**config.mk**
```make
export PLATFORM = sky130hd
export DESIGN_NAME = audio_peak_rms_meter_flat
export DESIGN_NICKNAME = d
export VERILOG_FILES = /design/src/apm_pkg.sv /design/src/apm_req_if.sv /design/src/apm_rsp_if.sv /design/src/apm_datapath.sv /design/src/apm_ctrl.sv /design/src/audio_peak_rms_meter.sv /design/src/flat_wrapper.sv
export SDC_FILE = /design/constraint.sdc
export NUM_CORES = 2
export LEC_CHECK = 0
export ABC_AREA = 1
export BUFFER_PORTS_ARGS = -buffer_cell sky130_fd_sc_hd__clkbuf_2
export CORE_ASPECT_RATIO = 0.8
export CORE_UTILIZATION = 38
export CTS_BUF_LIST = sky130_fd_sc_hd__clkbuf_8
export CTS_CLUSTER_SIZE = 8
export DETAILED_ROUTE_END_ITERATION = 6
export GPL_ROUTABILITY_DRIVEN = 0
export PLACE_DENSITY_LB_ADDON = 0.05
export SLEW_MARGIN = 20
export SYNTH_ARGS = -nofsm -noshare
export SYNTH_HDL_FRONTEND = slang
export SYNTH_SLANG_ARGS = --single-unit
```
**constraint.sdc**
```tcl
create_clock -name clock -period 23.9 [get_ports clock]
set_input_delay 2.39 -clock clock [delete_from_list [all_inputs] [get_ports clock]]
set_output_delay 2.39 -clock clock [all_outputs]
set_load 0.005 [all_outputs]
```
**src/apm_pkg.sv**
```systemverilog
`timescale 1ns / 1ps
// ============================================================================
// Audio peak/RMS meter package
// Shared widths, codes and the command group that the controller sends to
// the datapath.
// ============================================================================
package apm_pkg;

   // Width of the saturating sample counter.
   localparam int COUNT_BITS = 24;

   // Field widths.
   localparam int KIND_W     = 2;
   localparam int RAW_W      = 32;
   localparam int SILENT_W   = 20;
   localparam int LEVEL_W    = 24;
   localparam int RMS_W      = 17;
   localparam int TOTAL_W    = 24;
   localparam int FMT_W      = 3;
   localparam int CSR_IDX_W  = 1;
   localparam int CSR_DATA_W = 24;

   // Accumulator and report arithmetic widths.
   localparam int SUM_W      = 56;
   localparam int SQ_W       = 33;
   // The Q2.46 square drops its low 14 bits to become Q1.32.
   localparam int SQ_SHIFT   = 14;
   localparam int ROOT_W     = SUM_W / 2;
   localparam int SREM_W     = ROOT_W + 2;
   localparam int DIV_STEPS  = SUM_W;
   localparam int SQRT_STEPS = SUM_W / 2;
   localparam int STEP_W     = $clog2(DIV_STEPS);
   localparam int CNT_SUM_W  = ((COUNT_BITS > SILENT_W) ? COUNT_BITS : SILENT_W) + 1;
   localparam int TOT_CMP_W  = (COUNT_BITS > TOTAL_W) ? COUNT_BITS : TOTAL_W;

   // Item kinds.
   localparam logic [KIND_W-1:0] KIND_SAMPLE = 2'd0;
   localparam logic [KIND_W-1:0] KIND_SILENT = 2'd1;
   localparam logic [KIND_W-1:0] KIND_REPORT = 2'd2;

   // Sample formats.
   localparam logic [FMT_W-1:0] FMT_INT16   = 3'd0;
   localparam logic [FMT_W-1:0] FMT_INT24   = 3'd1;
   localparam logic [FMT_W-1:0] FMT_INT32   = 3'd2;
   localparam logic [FMT_W-1:0] FMT_FLOAT32 = 3'd3;

   // Register indexes.
   localparam logic [CSR_IDX_W-1:0] CSR_SAMPLE_FORMAT  = 1'd0;
   localparam logic [CSR_IDX_W-1:0] CSR_CLIP_THRESHOLD = 1'd1;

   // Reset values and limits.
   localparam logic [FMT_W-1:0]      FMT_RESET  = FMT_FLOAT32;
   localparam logic [LEVEL_W-1:0]    CLIP_RESET = 24'd8220836;
   localparam logic [LEVEL_W-1:0]    FULL_SCALE = 24'h800000;
   localparam logic [RMS_W-1:0]      RMS_CAP    = 17'd65536;
   localparam logic [TOTAL_W-1:0]    TOTAL_MAX  = {TOTAL_W{1'b1}};
   localparam logic [COUNT_BITS-1:0] COUNT_MAX  = {COUNT_BITS{1'b1}};
   localparam logic [SUM_W-1:0]      SUM_MAX    = {SUM_W{1'b1}};

   // Commands from the controller to the datapath.
   typedef struct packed {
      logic sample_go;
      logic silent_go;
      logic report_load;
      logic div_step;
      logic sqrt_step;
      logic out_load;
   } apm_cmd_type;

endpackage

```
**src/apm_req_if.sv**
```systemverilog
`timescale 1ns / 1ps
// ============================================================================
// Meter request channel
// Valid/ready channel carrying one input item per beat.
// ============================================================================
interface apm_req_if
   import apm_pkg::*;
();
   logic                valid;
   logic                ready;
   logic [KIND_W-1:0]   kind;
   logic [RAW_W-1:0]    raw_sample;
   logic [SILENT_W-1:0] silent_count;

   modport source (output valid, kind, raw_sample, silent_count, input ready);
   modport sink   (input valid, kind, raw_sample, silent_count, output ready);
endinterface

```
**src/apm_rsp_if.sv**
```systemverilog
`timescale 1ns / 1ps
// ============================================================================
// Meter response channel
// Valid/ready channel carrying one level report per beat.
// ============================================================================
interface apm_rsp_if
   import apm_pkg::*;
();
   logic               valid;
   logic               ready;
   logic [LEVEL_W-1:0] peak_level;
   logic [RMS_W-1:0]   rms_level;
   logic [TOTAL_W-1:0] sample_total;
   logic               clipping;

   modport source (output valid, peak_level, rms_level, sample_total, clipping,
                   input ready);
   modport sink   (input valid, peak_level, rms_level, sample_total, clipping,
                   output ready);
endinterface

```
**src/apm_datapath.sv**
```systemverilog
`timescale 1ns / 1ps
// ============================================================================
// Meter datapath
// Sample conversion, peak and square-sum accumulation, counter, the
// bit-serial divider and square root, and the response register.
// ============================================================================
module apm_datapath
   import apm_pkg::*;
(
   input  logic                  clock,
   input  logic                  reset,
   input  apm_cmd_type           cmd,
   input  logic [RAW_W-1:0]      raw_sample,
   input  logic [SILENT_W-1:0]   silent_count,
   input  logic                  csr_wr_en,
   input  logic [CSR_IDX_W-1:0]  csr_index,
   input  logic [CSR_DATA_W-1:0] csr_wdata,
   output logic [LEVEL_W-1:0]    peak_level,
   output logic [RMS_W-1:0]      rms_level,
   output logic [TOTAL_W-1:0]    sample_total,
   output logic                  clipping
);

   // Configuration registers.
   logic [FMT_W-1:0]      fmt_ff, fmt_in;
   logic [LEVEL_W-1:0]    clip_thr_ff, clip_thr_in;

   // Accumulation state.
   logic [LEVEL_W-1:0]    mag_ff, mag_in;
   logic                  sq_vld_ff, sq_vld_in;
   logic [LEVEL_W-1:0]    peak_ff, peak_in;
   logic [SUM_W-1:0]      sum_ff, sum_in;
   logic [COUNT_BITS-1:0] count_ff, count_in;

   // Report engine.
   logic [COUNT_BITS-1:0] divisor_ff, divisor_in;
   logic [SUM_W-1:0]      work_ff, work_in;
   logic [COUNT_BITS-1:0] drem_ff, drem_in;
   logic [SREM_W-1:0]     srem_ff, srem_in;
   logic [ROOT_W-1:0]     root_ff, root_in;
   logic [LEVEL_W-1:0]    peak_hold_ff, peak_hold_in;
   logic [TOTAL_W-1:0]    total_hold_ff, total_hold_in;
   logic                  clip_hold_ff, clip_hold_in;
   logic                  empty_hold_ff, empty_hold_in;

   // Response register.
   logic [LEVEL_W-1:0]    rsp_peak_ff, rsp_peak_in;
   logic [RMS_W-1:0]      rsp_rms_ff, rsp_rms_in;
   logic [TOTAL_W-1:0]    rsp_total_ff, rsp_total_in;
   logic                  rsp_clip_ff, rsp_clip_in;

   // Combinational helpers.
   logic [LEVEL_W-1:0]     mag;
   logic [16:0]            neg16;
   logic [24:0]            neg24;
   logic [32:0]            neg32;
   logic [32:0]            rnd32;
   logic [7:0]             fexp;
   logic [22:0]            fman;
   logic [7:0]             fsh;
   logic [LEVEL_W-1:0]     fsig;
   logic [2*LEVEL_W-1:0]   prod;
   logic [SQ_W-1:0]        sq;
   logic [SUM_W:0]         sum_wide;
   logic [CNT_SUM_W-1:0]   cnt_add;
   logic [TOT_CMP_W-1:0]   cnt_ext;
   logic [COUNT_BITS:0]    dshift;
   logic [COUNT_BITS:0]    ddiff;
   logic                   dge;
   logic [SREM_W+1:0]      sshift;
   logic [SREM_W+1:0]      strial;
   logic [SREM_W+1:0]      sdiff;
   logic                   sge;
   logic [RMS_W-1:0]       rms_final;

   // Convert the raw sample to the magnitude of its Q1.23 level.
   always_comb begin
      neg16 = 17'h10000 - {1'b0, raw_sample[15:0]};
      neg24 = 25'h1000000 - {1'b0, raw_sample[23:0]};
      neg32 = 33'h1_0000_0000 - {1'b0, raw_sample};
      rnd32 = neg32 + 33'd255;
      fexp  = raw_sample[30:23];
      fman  = raw_sample[22:0];
      fsh   = 8'd127 - fexp;
      fsig  = {1'b1, fman};
      case (fmt_ff)
         FMT_INT16: begin
            mag = raw_sample[15] ? {neg16[15:0], 8'h00} : {raw_sample[15:0], 8'h00};
         end
         FMT_INT24: begin
            mag = raw_sample[23] ? neg24[23:0] : raw_sample[23:0];
         end
         FMT_INT32: begin
            mag = raw_sample[31] ? rnd32[31:8] : raw_sample[31:8];
         end
         FMT_FLOAT32: begin
            // NaN reads as silence; one and above saturates; tiny values vanish.
            if (fexp == 8'hFF && fman != 23'd0) begin
               mag = '0;
            end else if (fexp >= 8'd127) begin
               mag = FULL_SCALE;
            end else if (fexp == 8'd0 || fsh >= 8'd24) begin
               mag = '0;
            end else begin
               mag = fsig >> fsh[4:0];
            end
         end
         default: begin
            mag = '0;
         end
      endcase
   end

   // Configuration writes.
   always_comb begin
      fmt_in      = fmt_ff;
      clip_thr_in = clip_thr_ff;
      if (csr_wr_en) begin
         unique case (csr_index)
            CSR_SAMPLE_FORMAT:  fmt_in      = csr_wdata[FMT_W-1:0];
            CSR_CLIP_THRESHOLD: clip_thr_in = csr_wdata[LEVEL_W-1:0];
         endcase
      end
   end

   // Square of the staged magnitude, Q1.32.
   always_comb begin
      prod     = mag_ff * mag_ff;
      sq       = prod[SQ_SHIFT +: SQ_W];
      sum_wide = {1'b0, sum_ff} + (SUM_W+1)'(sq);
   end

   // Counter update, saturating.
   always_comb begin
      if (cmd.sample_go) begin
         cnt_add = CNT_SUM_W'(count_ff) + CNT_SUM_W'(1);
      end else if (cmd.silent_go) begin
         cnt_add = CNT_SUM_W'(count_ff) + CNT_SUM_W'(silent_count);
      end else begin
         cnt_add = CNT_SUM_W'(count_ff);
      end
      cnt_ext = TOT_CMP_W'(count_ff);
   end

   // Accumulation: stage one latches the magnitude, stage two folds it in.
   always_comb begin
      mag_in    = cmd.sample_go ? mag : mag_ff;
      sq_vld_in = cmd.sample_go;
      peak_in   = peak_ff;
      sum_in    = sum_ff;
      if (sq_vld_ff) begin
         if (mag_ff > peak_ff) begin
            peak_in = mag_ff;
         end
         sum_in = sum_wide[SUM_W] ? SUM_MAX : sum_wide[SUM_W-1:0];
      end
      count_in = (cnt_add > CNT_SUM_W'(COUNT_MAX)) ? COUNT_MAX
                                                    : cnt_add[COUNT_BITS-1:0];
      if (cmd.report_load) begin
         peak_in  = '0;
         sum_in   = '0;
         count_in = '0;
      end
   end

   // One restoring divide step and one square root step.
   always_comb begin
      dshift = {drem_ff, work_ff[SUM_W-1]};
      ddiff  = dshift - {1'b0, divisor_ff};
      dge    = !ddiff[COUNT_BITS];
      sshift = {srem_ff, work_ff[SUM_W-1 -: 2]};
      strial = {2'b00, root_ff, 2'b01};
      sdiff  = sshift - strial;
      sge    = (sshift >= strial);
   end

   // Report engine: snapshot, divide, then square root on the quotient.
   always_comb begin
      divisor_in    = divisor_ff;
      work_in       = work_ff;
      drem_in       = drem_ff;
      srem_in       = srem_ff;
      root_in       = root_ff;
      peak_hold_in  = peak_hold_ff;
      total_hold_in = total_hold_ff;
      clip_hold_in  = clip_hold_ff;
      empty_hold_in = empty_hold_ff;
      if (cmd.report_load) begin
         divisor_in    = count_ff;
         work_in       = sum_ff;
         drem_in       = '0;
         srem_in       = '0;
         root_in       = '0;
         peak_hold_in  = peak_ff;
         total_hold_in = (cnt_ext > TOT_CMP_W'(TOTAL_MAX)) ? TOTAL_MAX
                                                           : cnt_ext[TOTAL_W-1:0];
         clip_hold_in  = (peak_ff >= clip_thr_ff);
         empty_hold_in = (count_ff == '0);
      end else if (cmd.div_step) begin
         drem_in = dge ? ddiff[COUNT_BITS-1:0] : dshift[COUNT_BITS-1:0];
         work_in = {work_ff[SUM_W-2:0], dge};
      end else if (cmd.sqrt_step) begin
         srem_in = sge ? sdiff[SREM_W-1:0] : sshift[SREM_W-1:0];
         root_in = {root_ff[ROOT_W-2:0], sge};
         work_in = {work_ff[SUM_W-3:0], 2'b00};
      end
   end

   // Response register, loaded when the report is finished.
   always_comb begin
      if (empty_hold_ff) begin
         rms_final = '0;
      end else if (root_ff > ROOT_W'(RMS_CAP)) begin
         rms_final = RMS_CAP;
      end else begin
         rms_final = root_ff[RMS_W-1:0];
      end
      rsp_peak_in  = cmd.out_load ? peak_hold_ff  : rsp_peak_ff;
      rsp_rms_in   = cmd.out_load ? rms_final     : rsp_rms_ff;
      rsp_total_in = cmd.out_load ? total_hold_ff : rsp_total_ff;
      rsp_clip_in  = cmd.out_load ? clip_hold_ff  : rsp_clip_ff;
   end

   // State with reset.
   always_ff @(posedge clock) begin
      if (reset) begin
         fmt_ff      <= FMT_RESET;
         clip_thr_ff <= CLIP_RESET;
         sq_vld_ff   <= 1'b0;
         peak_ff     <= '0;
         sum_ff      <= '0;
         count_ff    <= '0;
      end else begin
         fmt_ff      <= fmt_in;
         clip_thr_ff <= clip_thr_in;
         sq_vld_ff   <= sq_vld_in;
         peak_ff     <= peak_in;
         sum_ff      <= sum_in;
         count_ff    <= count_in;
      end
   end

   // Payload registers.
   always_ff @(posedge clock) begin
      mag_ff        <= mag_in;
      divisor_ff    <= divisor_in;
      work_ff       <= work_in;
      drem_ff       <= drem_in;
      srem_ff       <= srem_in;
      root_ff       <= root_in;
      peak_hold_ff  <= peak_hold_in;
      total_hold_ff <= total_hold_in;
      clip_hold_ff  <= clip_hold_in;
      empty_hold_ff <= empty_hold_in;
      rsp_peak_ff   <= rsp_peak_in;
      rsp_rms_ff    <= rsp_rms_in;
      rsp_total_ff  <= rsp_total_in;
      rsp_clip_ff   <= rsp_clip_in;
   end

   assign peak_level   = rsp_peak_ff;
   assign rms_level    = rsp_rms_ff;
   assign sample_total = rsp_total_ff;
   assign clipping     = rsp_clip_ff;

endmodule

```
**src/apm_ctrl.sv**
```systemverilog
`timescale 1ns / 1ps
// ============================================================================
// Meter controller
// Accepts request beats, sequences the divide and square root of a report
// and owns the response valid flag.
// ============================================================================
module apm_ctrl
   import apm_pkg::*;
(
   input  logic              clock,
   input  logic              reset,
   input  logic              req_valid,
   input  logic [KIND_W-1:0] req_kind,
   output logic              req_ready,
   output logic              rsp_valid,
   input  logic              rsp_ready,
   output apm_cmd_type       cmd
);

   typedef enum logic [4:0] {
      S_IDLE = 5'b00001,
      S_LOAD = 5'b00010,
      S_DIV  = 5'b00100,
      S_SQRT = 5'b01000,
      S_DONE = 5'b10000
   } state_type;

   state_type         state_ff, state_in;
   logic [STEP_W-1:0] step_ff, step_in;
   logic              rsp_valid_ff, rsp_valid_in;
   logic              accept;

   assign req_ready = (state_ff == S_IDLE);
   assign accept    = req_valid && req_ready;

   // Next state, step counter and datapath commands.
   always_comb begin
      state_in = state_ff;
      step_in  = step_ff;
      cmd      = '0;
      unique case (state_ff)
         S_IDLE: begin
            if (accept) begin
               case (req_kind)
                  KIND_SAMPLE: cmd.sample_go = 1'b1;
                  KIND_SILENT: cmd.silent_go = 1'b1;
                  KIND_REPORT: state_in      = S_LOAD;
                  default: ;
               endcase
            end
         end
         S_LOAD: begin
            cmd.report_load = 1'b1;
            step_in         = '0;
            state_in        = S_DIV;
         end
         S_DIV: begin
            cmd.div_step = 1'b1;
            if (step_ff == STEP_W'(DIV_STEPS - 1)) begin
               step_in  = '0;
               state_in = S_SQRT;
            end else begin
               step_in = step_ff + STEP_W'(1);
            end
         end
         S_SQRT: begin
            cmd.sqrt_step = 1'b1;
            if (step_ff == STEP_W'(SQRT_STEPS - 1)) begin
               step_in  = '0;
               state_in = S_DONE;
            end else begin
               step_in = step_ff + STEP_W'(1);
            end
         end
         S_DONE: begin
            // Wait for the response register to free up.
            if (!rsp_valid_ff || rsp_ready) begin
               cmd.out_load = 1'b1;
               state_in     = S_IDLE;
            end
         end
         default: begin
            state_in = S_IDLE;
         end
      endcase
   end

   // Response valid flag.
   always_comb begin
      if (cmd.out_load) begin
         rsp_valid_in = 1'b1;
      end else if (rsp_ready) begin
         rsp_valid_in = 1'b0;
      end else begin
         rsp_valid_in = rsp_valid_ff;
      end
   end

   always_ff @(posedge clock) begin
      if (reset) begin
         state_ff     <= S_IDLE;
         step_ff      <= '0;
         rsp_valid_ff <= 1'b0;
      end else begin
         state_ff     <= state_in;
         step_ff      <= step_in;
         rsp_valid_ff <= rsp_valid_in;
      end
   end

   assign rsp_valid = rsp_valid_ff;

endmodule

```
**src/audio_peak_rms_meter.sv**
```systemverilog
`timescale 1ns / 1ps
// ============================================================================
// Audio peak and RMS level meter
// Top level: request and response channels, configuration port, controller
// and datapath.
// ============================================================================
// Usage:
//   req_bus carries one item per beat: a sample (kind 0), a silent run
//   (kind 1) or a report request (kind 2). rsp_bus returns one beat per
//   report with peak, RMS, sample count and clipping flag.
//   Samples and silent runs are taken one per cycle while no report runs;
//   a sample's square is folded into the sum in the cycle after its beat.
//   A report holds off req_bus while it takes a snapshot, runs the
//   bit-serial divider (sum / count) and then the square root, and loads
//   the response register. Its beat appears on rsp_bus the cycle after
//   that load.
//   When rsp_bus stalls, samples keep being accepted; a following report
//   runs its divide and square root but then waits until the previous
//   response beat is taken.
//   The csr port writes sample_format (index 0) and clip_threshold
//   (index 1); write only while the meter is idle.
//   Synchronous reset clears the accumulators and the response valid and
//   restores float32 format and the default clip threshold.
// ============================================================================
module audio_peak_rms_meter
   import apm_pkg::*;
(
   input  logic                  clock,
   input  logic                  reset,
   apm_req_if.sink               req_bus,
   apm_rsp_if.source             rsp_bus,
   input  logic                  csr_wr_en,
   input  logic [CSR_IDX_W-1:0]  csr_index,
   input  logic [CSR_DATA_W-1:0] csr_wdata
);

   apm_cmd_type cmd;

   // Sequencing and handshakes.
   apm_ctrl u_ctrl (
      .clock     (clock),
      .reset     (reset),
      .req_valid (req_bus.valid),
      .req_kind  (req_bus.kind),
      .req_ready (req_bus.ready),
      .rsp_valid (rsp_bus.valid),
      .rsp_ready (rsp_bus.ready),
      .cmd       (cmd)
   );

   // Arithmetic and result register.
   apm_datapath u_datapath (
      .clock        (clock),
      .reset        (reset),
      .cmd          (cmd),
      .raw_sample   (req_bus.raw_sample),
      .silent_count (req_bus.silent_count),
      .csr_wr_en    (csr_wr_en),
      .csr_index    (csr_index),
      .csr_wdata    (csr_wdata),
      .peak_level   (rsp_bus.peak_level),
      .rms_level    (rsp_bus.rms_level),
      .sample_total (rsp_bus.sample_total),
      .clipping     (rsp_bus.clipping)
   );

endmodule
```
**src/flat_wrapper.sv**
```systemverilog
// flat-port wrapper written by rule: the top's interface ports become plain ports
module audio_peak_rms_meter_flat import apm_pkg::*;
  (clock, reset, csr_wr_en, csr_index, csr_wdata, req_bus_valid, req_bus_kind, req_bus_raw_sample, req_bus_silent_count, req_bus_ready, rsp_bus_valid, rsp_bus_peak_level, rsp_bus_rms_level, rsp_bus_sample_total, rsp_bus_clipping, rsp_bus_ready);
  apm_req_if req_bus_i ();
  apm_rsp_if rsp_bus_i ();
  input  logic clock;
  input  logic reset;
  input  logic csr_wr_en;
  input  logic [CSR_IDX_W-1:0] csr_index;
  input  logic [CSR_DATA_W-1:0] csr_wdata;
  input wire logic [$bits(req_bus_i.valid)-1:0] req_bus_valid;
  input wire logic [$bits(req_bus_i.kind)-1:0] req_bus_kind;
  input wire logic [$bits(req_bus_i.raw_sample)-1:0] req_bus_raw_sample;
  input wire logic [$bits(req_bus_i.silent_count)-1:0] req_bus_silent_count;
  output wire logic [$bits(req_bus_i.ready)-1:0] req_bus_ready;
  output wire logic [$bits(rsp_bus_i.valid)-1:0] rsp_bus_valid;
  output wire logic [$bits(rsp_bus_i.peak_level)-1:0] rsp_bus_peak_level;
  output wire logic [$bits(rsp_bus_i.rms_level)-1:0] rsp_bus_rms_level;
  output wire logic [$bits(rsp_bus_i.sample_total)-1:0] rsp_bus_sample_total;
  output wire logic [$bits(rsp_bus_i.clipping)-1:0] rsp_bus_clipping;
  input wire logic [$bits(rsp_bus_i.ready)-1:0] rsp_bus_ready;
  assign req_bus_i.valid = req_bus_valid;
  assign req_bus_i.kind = req_bus_kind;
  assign req_bus_i.raw_sample = req_bus_raw_sample;
  assign req_bus_i.silent_count = req_bus_silent_count;
  assign req_bus_ready = req_bus_i.ready;
  assign rsp_bus_valid = rsp_bus_i.valid;
  assign rsp_bus_peak_level = rsp_bus_i.peak_level;
  assign rsp_bus_rms_level = rsp_bus_i.rms_level;
  assign rsp_bus_sample_total = rsp_bus_i.sample_total;
  assign rsp_bus_clipping = rsp_bus_i.clipping;
  assign rsp_bus_i.ready = rsp_bus_ready;
  audio_peak_rms_meter u_core (.clock(clock), .reset(reset), .req_bus(req_bus_i), .rsp_bus(rsp_bus_i), .csr_wr_en(csr_wr_en), .csr_index(csr_index), .csr_wdata(csr_wdata));
endmodule
```
==> results.yml <==
cells_and_area:
  mostFrequentLayoutCell: "nand2_1"
  drive_gt1_share_pct: 6.18
  fillers: 13100
  final_nets: 7384
  area_growth_pct: 8.45
  final_cell_area_um2: 51300
  layout_common_cells: "nand2_1, inv_1, nor2_1"
synthesis:
  yosysSeqAreaShare_pct: 23.6
  synth-xor-area-share_pct: 1.98
  synth_seq_cells: 446
  synthesis.nets: 7322
  synth_ff_type: "dfxtp_1"
  synthAdderAreaFrac_pct: 27.2
  synth.area.mux_share_pct: 0.0874
  netlist.area_leader.share_pct: 18.4
  synth.avg_cell_area_um2: 7.30
  synth_cell_types: 64
  synth_compound_area_share_pct: 10.4
  synth_enable_flop_cells: 220
  syn_inst: 6470
  syn_area_um2: 47300
  synthTopCellsByArea: "fa_1, edfxtp_1, nand2_1"
  yosys.area_share.simple_pct: 23.8
  ys_warn_count: 0
  synth_area_leader_cell: "fa_1"
  synth_top_family_by_area: "adder cells"
  synthArstFlopShare_pct: 0
timing:
  hold_viol_final: 0
  post-route-min-period_ps: 9480
  fmax_ghz: 0.105
  worstMarginPinSlew_ps: 1010
  rsz0062_at_grt: "no"
  relSlewSlack_pct: 32.1
  setup_viol_count_final: 0
  finalSetupTns_ps: 0
  fin_crit_sh_pct: 39.7
  timing.clock.skew_ps: 74.3
  slew_violations: 0
outcome:
  failed_checks: "DRC"
  status: "complete, but fails checks"
global_route:
  met1_usage_pct: 39.8
  antenna_found_initial: 4
  grt-ovfl-total: 0
  use_met3_pct: 3.30
  grt_max_degree: 95
  grt_pass1_wl_mm: 242
  track_usage_pct: 24.7
  use_met2_pct: 34.8
  grt_pass1_vias: 40000
  busiest_layer: "met1"
cts:
  hold_buffers: 0
  post_cts_buffers: 0
  ctsRootBufferMaster: "clkbuf_8"
  cts_resized: 0
  cts_max_path_buffers: 3
  cts_buffers: 80
  clk_latency_ps: 780
  h-tree-depth: 3
  cts_tree: "yes"
  clkTransAtPathRegs_ps: 60
  clock_sinks: 446
die:
  rows: 115
  core_area_um2: 123000
  start_util_pct: 38.4
  die_y_um: 317
  pin_count: 152
  die_w_um: 396
  die_area_um2: 126000
critical_path:
  crit_type: "flop to flop"
  crit_path_end_kind: "flop"
  crit_fanout: 26
  arrival_ps: 10060
  worst-endpoint-required_ps: 24480
  worstSetupStartpointType: "flop"
  crit_path_frequent_cell: "fa_1"
  critPathSlowestCell: "a21oi_2"
  max_stage_delay_ps: 560
run:
  max_cap_viol_count: 0
placement:
  port_buffers: 151
  place_hpwl_mm: 121
  postPlaceCellArea_um2: 49600
detailed_routing:
  route.detailed.drc: 20
  via_per_inst: 5.08
  first_iter_violations: 3802
  dr.pass1.iters: 7
  vias: 41800
  routed_wl_mm: 156
  antenna_left: 0
  post_drt_wl_per_cell_um: 18.9
hold_path:
  hold_class: "flop to flop"
[per-layer routing]
| layer | up-vias | wire length (um) | share of wire (%) |
|---|---|---|---|
| li1 | 20500 | - | - |
| met3 | 127 | 10800 | 6.9 |
| met2 | 1297 | 62600 | 40 |
| met5 | - | 0 | 0 |
| met4 | 0 | 2120 | 1.4 |
| met1 | 20000 | 80400 | 52 |
[through the flow]
step                      std cells  hold WS [ps]  setup WS (ps)  util (%)
after floorplan                6470           400          16210         -
after global placement         8088           401          14670      40.2
after detailed placement       8088           405          14630      40.2
after CTS                      8236           395          14550      41.6
after global routing           8240           415          13950      41.6
final                          8242           401          14420      41.6
[sequential cells by signal, summed over array words and instances, names as in the netlist]
signal	count
u_core.u_ctrl.rsp_valid	1
u_core.u_datapath.sq_vld_ff	1
u_core.u_ctrl.step_ff	6
u_core.u_datapath.clip_thr_ff	24
u_core.u_datapath.peak_ff	24
u_core.u_datapath.root_ff	28
u_core.u_datapath.clip_hold_ff	1
u_core.u_datapath.work_ff	56
u_core.u_datapath.rms_level	17
u_core.u_datapath.cnt_ext	24
u_core.u_datapath.sum_ff	56
u_core.u_datapath.divisor_ff	24
u_core.u_datapath.empty_hold_ff	1
u_core.u_ctrl.state_ff	5
u_core.u_datapath.peak_hold_ff	24
u_core.u_datapath.drem_ff	24
u_core.u_datapath.fmt_ff	3
u_core.u_datapath.peak_level	24
u_core.u_datapath.sample_total	24
u_core.u_datapath.clipping	1
u_core.u_datapath.srem_ff	30
u_core.u_datapath.mag_ff	24
u_core.u_datapath.total_hold_ff	24
[cell type report]
| type | instances | area, um2 | area share [%] |
|---|---|---|---|
| clock buffers | 89 | 1220 | 2.39 |
| well taps | 1638 | 2050 | 4.00 |
| repair buffers | 205 | 1160 | 2.27 |
| multi-input cells | 4428 | 30100 | 58.7 |
| clock inverters | 59 | 459 | 0.896 |
| diodes | 6 | 15.0 | 0.0293 |
| flip-flops and latches | 446 | 11100 | 21.7 |
| inverters | 1371 | 5150 | 10.1 |
[cells in the mapped netlist (43+ instances only)]
master,n
a31oi_1,56
a21oi_1,395
dfxtp_1,226
o21ai_0,262
nor2_1,444
xnor2_1,54
nand4_1,94
o211ai_1,43
nand2_1,1611
fa_1,435
ha_1,333
nand3_1,360
nor3_1,69
xor2_1,53
inv_1,1348
edfxtp_1,220
clkbuf_1,179
[final timing paths]
path	startpoint	to	slack, ps	cells after the start
max	u_core.u_datapath.mag_ff[14]	u_core.u_datapath.sum_ff[30]	14420	33
max reg2reg	u_core.u_datapath.mag_ff[14]	u_core.u_datapath.sum_ff[30]	14420	33
min reg2reg	u_core.u_datapath.total_hold_ff[18]	u_core.u_datapath.sample_total[18]	400	0
min	u_core.u_datapath.total_hold_ff[18]	u_core.u_datapath.sample_total[18]	400	0
[kinds of logic (layout without fill, tap and decap cells)]
logic type | after synthesis | count (layout)
other cells | 0 | 6
fa+ha+maj | 768 | 768
simple gates | 2672 | 2672
buf+inv | 1596 | 1724
mux | 4 | 4
compound gates | 877 | 877
flops | 446 | 446
xor+xnor | 107 | 107
[worst max-delay path: cells and delay by family (launching register included)]
family	cells	cell delay (ps)
XOR/XNOR	1	220
buffers and inverters	8	1180
adder cells (fa/ha/maj)	9	4420
flip-flops	1	330
AND/OR/NAND/NOR	8	1080
AO/OA/AOI/OAI	7	2020
Power is not shown: default switching activity piles up to over one toggle a cycle in this logic, so the estimate is an artifact.
